## src/design/wpm_pkg.sv

```systemverilog
// ---------------------------------------------------------------------------
// wpm_pkg
// Shared types, register codes and byte classification helpers for the
// word-prefix text matcher.
// ---------------------------------------------------------------------------
package wpm_pkg;

  localparam int NEEDLE_BYTES = 16;
  localparam int CFG_DATA_W   = 64;
  localparam int CFG_ADDR_W   = 5;
  localparam int LEN_W        = 5;
  localparam int MATCH_OFF_W  = 16;

  typedef enum logic [1:0] {
    REG_NEEDLE_LOW  = 2'd0,
    REG_NEEDLE_HIGH = 2'd1,
    REG_NEEDLE_LEN  = 2'd2
  } wpm_reg_t;

  typedef struct packed {
    logic [8*NEEDLE_BYTES-1:0] needle;
    logic [LEN_W-1:0]          length;
  } wpm_cfg_t;

  function automatic logic is_alnum(input logic [7:0] c);
    return (c >= 8'h30 && c <= 8'h39) || (c >= 8'h41 && c <= 8'h5A) ||
           (c >= 8'h61 && c <= 8'h7A);
  endfunction

  function automatic logic [7:0] fold(input logic [7:0] c);
    return (c >= 8'h41 && c <= 8'h5A) ? c + 8'd32 : c;
  endfunction

endpackage

```

## src/design/wpm_regs.sv

```systemverilog
// ---------------------------------------------------------------------------
// wpm_regs
// APB configuration registers: needle bytes and needle length.
// ---------------------------------------------------------------------------
module wpm_regs (
  input  logic                               clk,
  input  logic                               rst,
  input  logic                               psel,
  input  logic                               penable,
  input  logic                               pwrite,
  input  logic [wpm_pkg::CFG_ADDR_W-1:0]     paddr,
  input  logic [wpm_pkg::CFG_DATA_W-1:0]     pwdata,
  output logic [wpm_pkg::CFG_DATA_W-1:0]     prdata,
  output logic                               pready,
  output wpm_pkg::wpm_cfg_t                  cfg
);

  logic [63:0]                   needle_low;
  logic [63:0]                   needle_high;
  logic [wpm_pkg::LEN_W-1:0]     needle_len;
  logic [1:0]                    reg_sel;
  logic                          wr_en;

  assign reg_sel = paddr[4:3];
  assign wr_en   = psel & penable & pwrite & pready;
  assign pready  = 1'b1;

  always_ff @(posedge clk) begin
    if (rst) begin
      needle_low  <= '0;
      needle_high <= '0;
      needle_len  <= '0;
    end else if (wr_en) begin
      unique case (reg_sel)
        wpm_pkg::REG_NEEDLE_LOW:  needle_low  <= pwdata;
        wpm_pkg::REG_NEEDLE_HIGH: needle_high <= pwdata;
        wpm_pkg::REG_NEEDLE_LEN:  needle_len  <= pwdata[wpm_pkg::LEN_W-1:0];
        default: ;
      endcase
    end
  end

  always_comb begin
    unique case (reg_sel)
      wpm_pkg::REG_NEEDLE_LOW:  prdata = needle_low;
      wpm_pkg::REG_NEEDLE_HIGH: prdata = needle_high;
      wpm_pkg::REG_NEEDLE_LEN:  prdata = 64'(needle_len);
      default:                  prdata = '0;
    endcase
  end

  assign cfg.needle = {needle_high, needle_low};
  assign cfg.length = needle_len;

endmodule

```

## src/design/wpm_match.sv

```systemverilog
// ---------------------------------------------------------------------------
// wpm_match
// Shift-and candidate update for one text byte: case-folded compare against
// every needle byte, word-start gating and match start computation.
// ---------------------------------------------------------------------------
module wpm_match #(
  parameter int CAP         = 16,
  parameter int OFFSET_BITS = 16
) (
  input  wpm_pkg::wpm_cfg_t        cfg,
  input  logic [7:0]               text_byte,
  input  logic [CAP-1:0]           cand,
  input  logic                     prior_alnum,
  input  logic [OFFSET_BITS-1:0]   pos,
  output logic [CAP-1:0]           cand_next,
  output logic                     hit,
  output logic                     empty,
  output logic [OFFSET_BITS-1:0]   start,
  output logic                     alnum
);

  logic [wpm_pkg::LEN_W-1:0] len_c;
  logic [7:0]                fc;
  logic                      word_mode;
  logic                      may_start;
  logic [CAP-1:0]            cmask;
  logic [CAP-1:0]            lenmask;
  logic [CAP-1:0]            topbit;
  logic [OFFSET_BITS-1:0]    lm1;

  assign len_c = (cfg.length > wpm_pkg::LEN_W'(CAP)) ? wpm_pkg::LEN_W'(CAP) : cfg.length;
  assign empty = (len_c == '0);
  assign fc    = wpm_pkg::fold(text_byte);
  assign alnum = wpm_pkg::is_alnum(text_byte);

  assign word_mode = wpm_pkg::is_alnum(cfg.needle[7:0]);
  assign may_start = word_mode ? (alnum & ~prior_alnum) : 1'b1;

  always_comb begin
    for (int k = 0; k < CAP; k++) begin
      cmask[k]   = (wpm_pkg::fold(cfg.needle[8*k +: 8]) == fc);
      lenmask[k] = (wpm_pkg::LEN_W'(k) < len_c);
      topbit[k]  = (wpm_pkg::LEN_W'(k + 1) == len_c);
    end
  end

  always_comb begin
    if (empty) begin
      cand_next = '0;
    end else begin
      cand_next = ((cand << 1) | CAP'(may_start)) & cmask & lenmask;
    end
  end

  assign hit   = ~empty & (|(cand_next & topbit));
  assign lm1   = OFFSET_BITS'(len_c) - OFFSET_BITS'(1);
  assign start = (pos >= lm1) ? (pos - lm1) : '0;

endmodule

```

## src/design/word_prefix_text_matcher_core.sv

```systemverilog
// ---------------------------------------------------------------------------
// word_prefix_text_matcher_core
// Case-insensitive streaming needle search with optional word-start gating.
// ---------------------------------------------------------------------------
// Throughput: one text byte per cycle; s_tready drops only while a result
//   beat is held and the byte waiting in the input register ends a haystack.
// Result path: a haystack's last byte passes the input register, then the match
//   logic into the result register; a held result beat can stall it in between.
// Reset: synchronous; clears needle registers, all haystack state and both
//   valid flags.
module word_prefix_text_matcher_core #(
  parameter int NEEDLE_MAX  = 16,
  parameter int OFFSET_BITS = 16
) (
  input  logic                               clk,
  input  logic                               rst,
  // APB configuration
  input  logic                               psel,
  input  logic                               penable,
  input  logic                               pwrite,
  input  logic [wpm_pkg::CFG_ADDR_W-1:0]     paddr,
  input  logic [wpm_pkg::CFG_DATA_W-1:0]     pwdata,
  output logic [wpm_pkg::CFG_DATA_W-1:0]     prdata,
  output logic                               pready,
  // text in
  input  logic                               s_tvalid,
  output logic                               s_tready,
  input  logic [7:0]                         s_tdata,   // [7:0] text_byte
  input  logic                               s_tlast,   // last_byte
  // result out
  output logic                               m_tvalid,
  input  logic                               m_tready,
  output logic [23:0]                        m_tdata    // [0] found, [16:1] match_offset,
                                                        // [17] overrun, [23:18] zero
);

  localparam int CAP = (NEEDLE_MAX < wpm_pkg::NEEDLE_BYTES) ? NEEDLE_MAX
                                                             : wpm_pkg::NEEDLE_BYTES;

  wpm_pkg::wpm_cfg_t cfg;

  // input register
  logic                    in_valid;
  logic [7:0]              in_byte;
  logic                    in_last;
  logic                    advance;

  // haystack state
  logic [CAP-1:0]          cand;
  logic [OFFSET_BITS-1:0]  byte_position;
  logic                    prior_alnum;
  logic                    match_seen;
  logic [OFFSET_BITS-1:0]  first_start;
  logic                    overrun_seen;

  // match logic
  logic [CAP-1:0]          cand_next;
  logic                    hit;
  logic                    empty;
  logic [OFFSET_BITS-1:0]  start;
  logic                    alnum;
  logic                    sat;
  logic                    match_seen_next;
  logic [OFFSET_BITS-1:0]  first_start_next;
  logic                    overrun_next;
  logic [31:0]             start_ext;

  // result register
  logic                    out_found;
  logic [wpm_pkg::MATCH_OFF_W-1:0] out_offset;
  logic                    out_overrun;

  wpm_regs u_regs (
    .clk     (clk),
    .rst     (rst),
    .psel    (psel),
    .penable (penable),
    .pwrite  (pwrite),
    .paddr   (paddr),
    .pwdata  (pwdata),
    .prdata  (prdata),
    .pready  (pready),
    .cfg     (cfg)
  );

  wpm_match #(
    .CAP         (CAP),
    .OFFSET_BITS (OFFSET_BITS)
  ) u_match (
    .cfg         (cfg),
    .text_byte   (in_byte),
    .cand        (cand),
    .prior_alnum (prior_alnum),
    .pos         (byte_position),
    .cand_next   (cand_next),
    .hit         (hit),
    .empty       (empty),
    .start       (start),
    .alnum       (alnum)
  );

  assign advance  = in_valid & (~in_last | ~m_tvalid | m_tready);
  assign s_tready = ~in_valid | advance;

  always_ff @(posedge clk) begin
    if (rst) begin
      in_valid <= 1'b0;
    end else if (s_tready) begin
      in_valid <= s_tvalid;
    end
  end

  always_ff @(posedge clk) begin
    if (s_tvalid && s_tready) begin
      in_byte <= s_tdata[7:0];
      in_last <= s_tlast;
    end
  end

  assign sat          = &byte_position;
  assign overrun_next = overrun_seen | sat;

  always_comb begin
    match_seen_next  = match_seen;
    first_start_next = first_start;
    if (empty) begin
      match_seen_next  = 1'b1;
      first_start_next = '0;
    end else if (!match_seen && hit) begin
      match_seen_next  = 1'b1;
      first_start_next = start;
    end
  end

  always_ff @(posedge clk) begin
    if (rst) begin
      cand          <= '0;
      byte_position <= '0;
      prior_alnum   <= 1'b0;
      match_seen    <= 1'b0;
      first_start   <= '0;
      overrun_seen  <= 1'b0;
    end else if (advance) begin
      if (in_last) begin
        cand          <= '0;
        byte_position <= '0;
        prior_alnum   <= 1'b0;
        match_seen    <= 1'b0;
        first_start   <= '0;
        overrun_seen  <= 1'b0;
      end else begin
        cand          <= cand_next;
        byte_position <= sat ? byte_position : byte_position + OFFSET_BITS'(1);
        prior_alnum   <= alnum;
        match_seen    <= match_seen_next;
        first_start   <= first_start_next;
        overrun_seen  <= overrun_next;
      end
    end
  end

  assign start_ext = 32'(first_start_next);

  always_ff @(posedge clk) begin
    if (rst) begin
      m_tvalid <= 1'b0;
    end else if (advance && in_last) begin
      m_tvalid <= 1'b1;
    end else if (m_tready) begin
      m_tvalid <= 1'b0;
    end
  end

  always_ff @(posedge clk) begin
    if (advance && in_last) begin
      out_found   <= match_seen_next;
      out_offset  <= match_seen_next ? start_ext[wpm_pkg::MATCH_OFF_W-1:0] : '0;
      out_overrun <= overrun_next;
    end
  end

  assign m_tdata = {6'd0, out_overrun, out_offset, out_found};

  // assertions
  a_no_offset_without_match: assert property (@(posedge clk) disable iff (rst)
    m_tvalid |-> (m_tdata[0] || (m_tdata[16:1] == '0)))
    else $error("match offset nonzero on a result without a match");

  a_position_moves: assert property (@(posedge clk) disable iff (rst)
    (advance && !in_last) |=> (byte_position != '0))
    else $error("byte position zero after a mid-haystack byte");

  a_empty_needle_no_cand: assert property (@(posedge clk) disable iff (rst)
    (advance && cfg.length == '0) |=> (cand == '0))
    else $error("candidates live with an empty needle");

  a_overrun_sticky: assert property (@(posedge clk) disable iff (rst)
    (overrun_seen && !(advance && in_last)) |=> overrun_seen)
    else $error("overrun flag dropped inside a haystack");

endmodule
```

## config.mk

```make
export PLATFORM = sky130hd
export DESIGN_NAME = word_prefix_text_matcher_core
export DESIGN_NICKNAME = d
export VERILOG_FILES = /design/src/design/wpm_pkg.sv /design/src/design/wpm_regs.sv /design/src/design/wpm_match.sv /design/src/design/word_prefix_text_matcher_core.sv
export SDC_FILE = /design/constraint.sdc
export NUM_CORES = 1
export LEC_CHECK = 0
export ABC_AREA = 0
export CAP_MARGIN = 20
export CORE_MARGIN = 2
export CORE_UTILIZATION = 26
export CTS_CLUSTER_SIZE = 14
export DETAILED_ROUTE_END_ITERATION = 10
export DONT_BUFFER_PORTS = 1
export PLACE_DENSITY_LB_ADDON = 0.08
export SLEW_MARGIN = 20
export SYNTH_ARGS = -nofsm -noshare
export SYNTH_HDL_FRONTEND = slang
export SYNTH_HIERARCHICAL = 1
export SYNTH_SLANG_ARGS = --single-unit
```

## constraint.sdc

```tcl
create_clock -name clk -period 13.1 [get_ports clk]
set_input_delay 0.655 -clock clk [delete_from_list [all_inputs] [get_ports clk]]
set_output_delay 0.655 -clock clk [all_outputs]
set_load 0.02 [all_outputs]
```

Yosys cells after proc, flatten, opt, wreduce, memory -nomap -nowiden

Index checks and enable logic that the tools add are counted.

Bits in registers: 212
Input port bits: 85
Output and inout bits: 91
Word-level logic and storage cells: 222

Add/sub/neg operators: 20
$lt $le $gt $ge: 60
Eq/ne operators: 35
Muxes and demuxes: 35
Bitwise gates (word level): 18
Reduce and logical (&&, ||, !) cells: 38

Operators by type and width:

| cell                    | count |
|---|---|
| $pmux W64 S3            | 1 |
| $ge A8 B7 Y1 const B    | 19 |
| $le A8 B7 Y1 const B    | 19 |
| $add A8 B6 Y8 const B   | 17 |
| $mux W8                 | 17 |
| $eq A8 B8 Y1            | 16 |
| $mux W16                | 7 |
| $and A16 B16 Y16        | 3 |
| $eq A4 B5 Y1 const A    | 8 |
| $lt A4 B5 Y1 const A    | 8 |
| $logic_and A1 B1 Y1     | 24 |
| $eq A3 B5 Y1 const A    | 4 |
| $lt A3 B5 Y1 const A    | 4 |
| $add A16 B1 Y16 const B | 1 |
| $ge A16 B16 Y1          | 1 |
| $ge A8 B6 Y1 const B    | 2 |
| $le A8 B6 Y1 const B    | 2 |
| $or A16 B1 Y16          | 1 |
| $reduce_and A16 Y1      | 1 |
| $reduce_or A16 Y1       | 1 |
| $sub A16 B16 Y16        | 1 |
| $mux W15                | 1 |
| $eq A2 B5 Y1 const A    | 2 |
| $lt A1 B5 Y1 const A    | 2 |
| other kinds (19)        | 44 |

Logic depth before layout (Yosys ltp)

Depth after elaboration: 17
Depth in mapped cells: 19

Cells and area by module

Netlist, hierarchy kept.

By module, submodules not included:

| module                        | instances | cells each | area an instance (µm²) |
|---|---|---|---|
| wpm_regs                      | 1         | 655        | 6452.4 |
| wpm_match                     | 1         | 650        | 4523.1 |
| word_prefix_text_matcher_core | 1         | 342        | 3395.8 |

Least setup slack after synthesis

No wires, ideal clock.

Path kind: reg2reg
From: register u_regs/needle_len[3] (netlist bit)
To: register out_offset[14] (netlist bit) (data pin)
Setup time: 0.266 ns
Arrival: 3.907 ns
Slack: 8.927 ns
Cell stages (with the launch flop): 17
Clock period less this slack: 4.173 ns
Cells stage by stage: dfxtp_1 > clkbuf_1 > or2_2 > clkbuf_1 > nor2_1 > nand2_1 > ha_1 > or2_2 > a21oi_1 > a21oi_1 > a221oi_1 > o21ai_0 > o41ai_2 > buf_4 > nor2_1 > a22oi_1 > nor2_1

Elaborated cells on any way between the ends: 50
Those cells by class: add/sub: 2; order compare: 18; eq/ne: 16; mux: 7; bitwise: 4; reduce/logical: 3

RTL lines:

| element                                            | RTL line                             | text |
|---|---|---|
| start, declared                                    | wpm_regs.sv:20                       | `logic [wpm_pkg::LEN_W-1:0] needle_len;` |
| start signal, assigned                             | wpm_regs.sv:37                       | `wpm_pkg::REG_NEEDLE_LEN: needle_len <= pwdata[wpm_pkg::LEN_W-1:0];` |
| $gt A5 B5 Y1                                       | wpm_match.sv:31                      | `assign len_c = (cfg.length > wpm_pkg::LEN_W'(CAP)) ? wpm_pkg::LEN_W'(CAP) : cfg.length;` |
| $mux W5 *                                          | wpm_match.sv:31                      |  |
| $sub A5 B1 Y6 *                                    | wpm_match.sv:56                      | `assign lm1 = OFFSET_BITS'(len_c) - OFFSET_BITS'(1);` |
| $sub A16 B16 Y16 or $ge A16 B16 Y1 (tied branches) | wpm_match.sv:57                      | `assign start = (pos >= lm1) ? (pos - lm1) : '0;` |
| $mux W16 *                                         | wpm_match.sv:57                      |  |
| net start[14]                                      | word_prefix_text_matcher_core.sv:60  | `logic [OFFSET_BITS-1:0] start;` |
| $mux W16 *                                         | word_prefix_text_matcher_core.sv:129 | `end else if (!match_seen && hit) begin` |
| $mux W16 *                                         | word_prefix_text_matcher_core.sv:126 | `if (empty) begin` |
| end signal, assigned                               | word_prefix_text_matcher_core.sv:177 | `out_offset <= match_seen_next ? start_ext[wpm_pkg::MATCH_OFF_W-1:0] : '0;` |
| end, declared                                      | word_prefix_text_matcher_core.sv:70  | `logic [wpm_pkg::MATCH_OFF_W-1:0] out_offset;` |

Mark *: on every way through the listed nets, which the timed path passes. The rest lies on a longest branch.
A chain may end at the register's enable or synchronous reset.

Worst setup path in the final report

From: register u_regs/needle_len[0] (netlist bit)
To: register out_offset[3] (netlist bit) (data pin)

Same word-level chain as after synthesis.

==> reports/metrics.yaml <==
final_nets: 1717
path_clk_slew_ns: 0.06
grt_pass1_vias: 11700
post-route-min-period_ns: 5.40
clock_skew_ns: 0.0103
hold_viol: 0
vdd_drop_max_uv: 86.7
syn_area_per_cell_um2: 8.73
drtPass1Iterations: 7
grt_antenna_before_repair: 0
fmax_mhz: 185
power_density_nw_per_um2: 103
grt_pass1_wl_mm: 73.1
cp_max_fo: 16
rsz0062_at_grt: "no"
cts.repair.resized: 0
tritoncts: "built"
dpl.cell_count: 2263
slew_headroom_pct: 29.1
via_per_inst: 5.02
route.final.wire_length_mm: 47.9
crit_type: "reg -> reg"
r2r_setup_slack_ns: 7.70
cts_root_buf: "clkbuf_16"
vias: 11600
syn2layout_area_growth_pct: 10.6
n_antenna_cell: 0
setup_viol: 0
drc_errors: 0
dp_hpwl_mm: 33.2
cap_violations: 0
cp.required_ns: 13.41
cp-start-kind: "flop"
grt_overflow: 0
hold_path.startpoint: "rst"
clockBufferDepth: 3
cts-hold-fix-buffers: 0
dieArea_um2: 57000
drive_gt1_share_pct: 6.82
nFillCells: 5780
tns_ns: 0
drt_iter0_markers: 663
clock_latency_ns: 0.57
num_rows: 86
coreArea_um2: 54800
netlist_area_um2: 14300
initial_core_util_pct: 26.2
outcome: "completed"
hold_class: "in -> reg"
cts_setup_buffers: 0
fp.dieW_um: 239
portBuffers: 0
io_pins: 176
tightest_slew_ns: 1.06
final_antenna_net_count: 0
arrival_ns: 5.71
ys_warn_count: 6
grt_max_degree: 246
worstSetupEndpointType: "flop"
grtUsageTotal_pct: 16.5
cts_sinks: 212
die_h_um: 239
startpoint: "u_regs/needle_len[0]"
h-tree-depth: 1
wl_per_cell_um: 20.7
finalCritPeriodShare_pct: 41.2
cts_buffers: 29
slew_viol_final: 0
final_cells: 2317
leakage_nw: 5.93
gp_congestion: 0.778
syn-instance-count: 1643
reg2reg_from: "u_regs/needle_len[0]"
-- stage by stage --
| step | hold WS (ns) | cell area (um2) | util [%] | power [W] | setup WS [ns] |
|---|---|---|---|---|---|
| after floorplan | 0.429 | 14400 | - | 0.000812 | 8.93 |
| after global placement | 0.438 | 14900 | 27.1 | 0.000834 | 7.60 |
| after detailed placement | 0.440 | 14900 | 27.1 | 0.000835 | 7.62 |
| after CTS | 0.125 | 15800 | 28.9 | 0.00167 | 7.61 |
| after global routing | 0.119 | 15900 | 29.0 | 0.00171 | 7.12 |
| final | 0.153 | 15900 | 29.0 | 0.00164 | 7.70 |
-- worst paths after layout --
| path | endpoint | depth (start not counted) |
|---|---|---|
| worst max-delay path | out_offset[3] | 16 |
| worst min-delay path | m_tvalid | 1 |
| worst max register to register | out_offset[3] | 16 |
| worst min register to register | prior_alnum | 2 |
-- layer usage --
metal / GRT usage [%] / part of all wire, %
met5: 0 / 0
met4: 2.99 / 1.4
met3: 2.03 / 2.5
met2: 29.1 / 49
met1: 21.7 / 47
-- final cells by class --
| class | instances | area (um2) | share of cell area (%) |
|---|---|---|---|
| Timing Repair Buffer | 20 | 150 | 0.947 |
| Tap cell | 704 | 881 | 5.56 |
| Clock buffer | 43 | 870 | 5.48 |
| Inverter | 31 | 116 | 0.734 |
| Sequential cell | 212 | 4510 | 28.5 |
| Multi-Input combinational cell | 1296 | 9210 | 58.1 |
| Clock inverter | 11 | 115 | 0.726 |
-- critical path, stage by stage, from the launching register on --
cell and delay [ns]:
dfxtp_1 0.53, nor2b_1 0.41, inv_1 0.22, ha_1 0.28, xnor2_1 0.25, ha_1 0.30, nor2b_1 0.15, o21ai_0 0.23
a21boi_0 0.15, o21ai_0 0.28, a21oi_1 0.20, a221oi_1 0.41, o21ai_0 0.27, o41ai_4 0.93, nor3_1 0.22, a22oi_1 0.23
nor2_1 0.06
-- state kept, by name, summed over array words and instances, names as in the netlist --
signal / count
cand: 15
first_start: 16
prior_alnum: 1
out_offset: 16
out_overrun: 1
byte_position: 16
u_regs/needle_low: 64
in_byte: 8
in_last: 1
m_tvalid: 1
in_valid: 1
out_found: 1
u_regs/needle_high: 64
u_regs/needle_len: 5
match_seen: 1
overrun_seen: 1
-- cells in the final DEF, fill, tap and decap left out, types with 14 or more instances in the layout --
master / n
nor4_1: 14
nand2b_1: 202
nand2_1: 65
ha_1: 41
a22oi_1: 38
buf_4: 20
dfxtp_1: 185
clkbuf_16: 30
a31oi_1: 18
xor2_1: 39
edfxtp_1: 27
mux2i_1: 199
xnor2_1: 85
nor2_1: 160
nand4_1: 24
nand3_1: 36
inv_1: 31
nor3_1: 39
o21ai_0: 30
a21oi_1: 61
or3_1: 19
-- power breakdown --
part           switching (W)  internal, W
sequential         0.0000156     0.000667
combinational      0.0000801    0.0000555
clock               0.000322     0.000496
(Power assumes the default switching activity.)
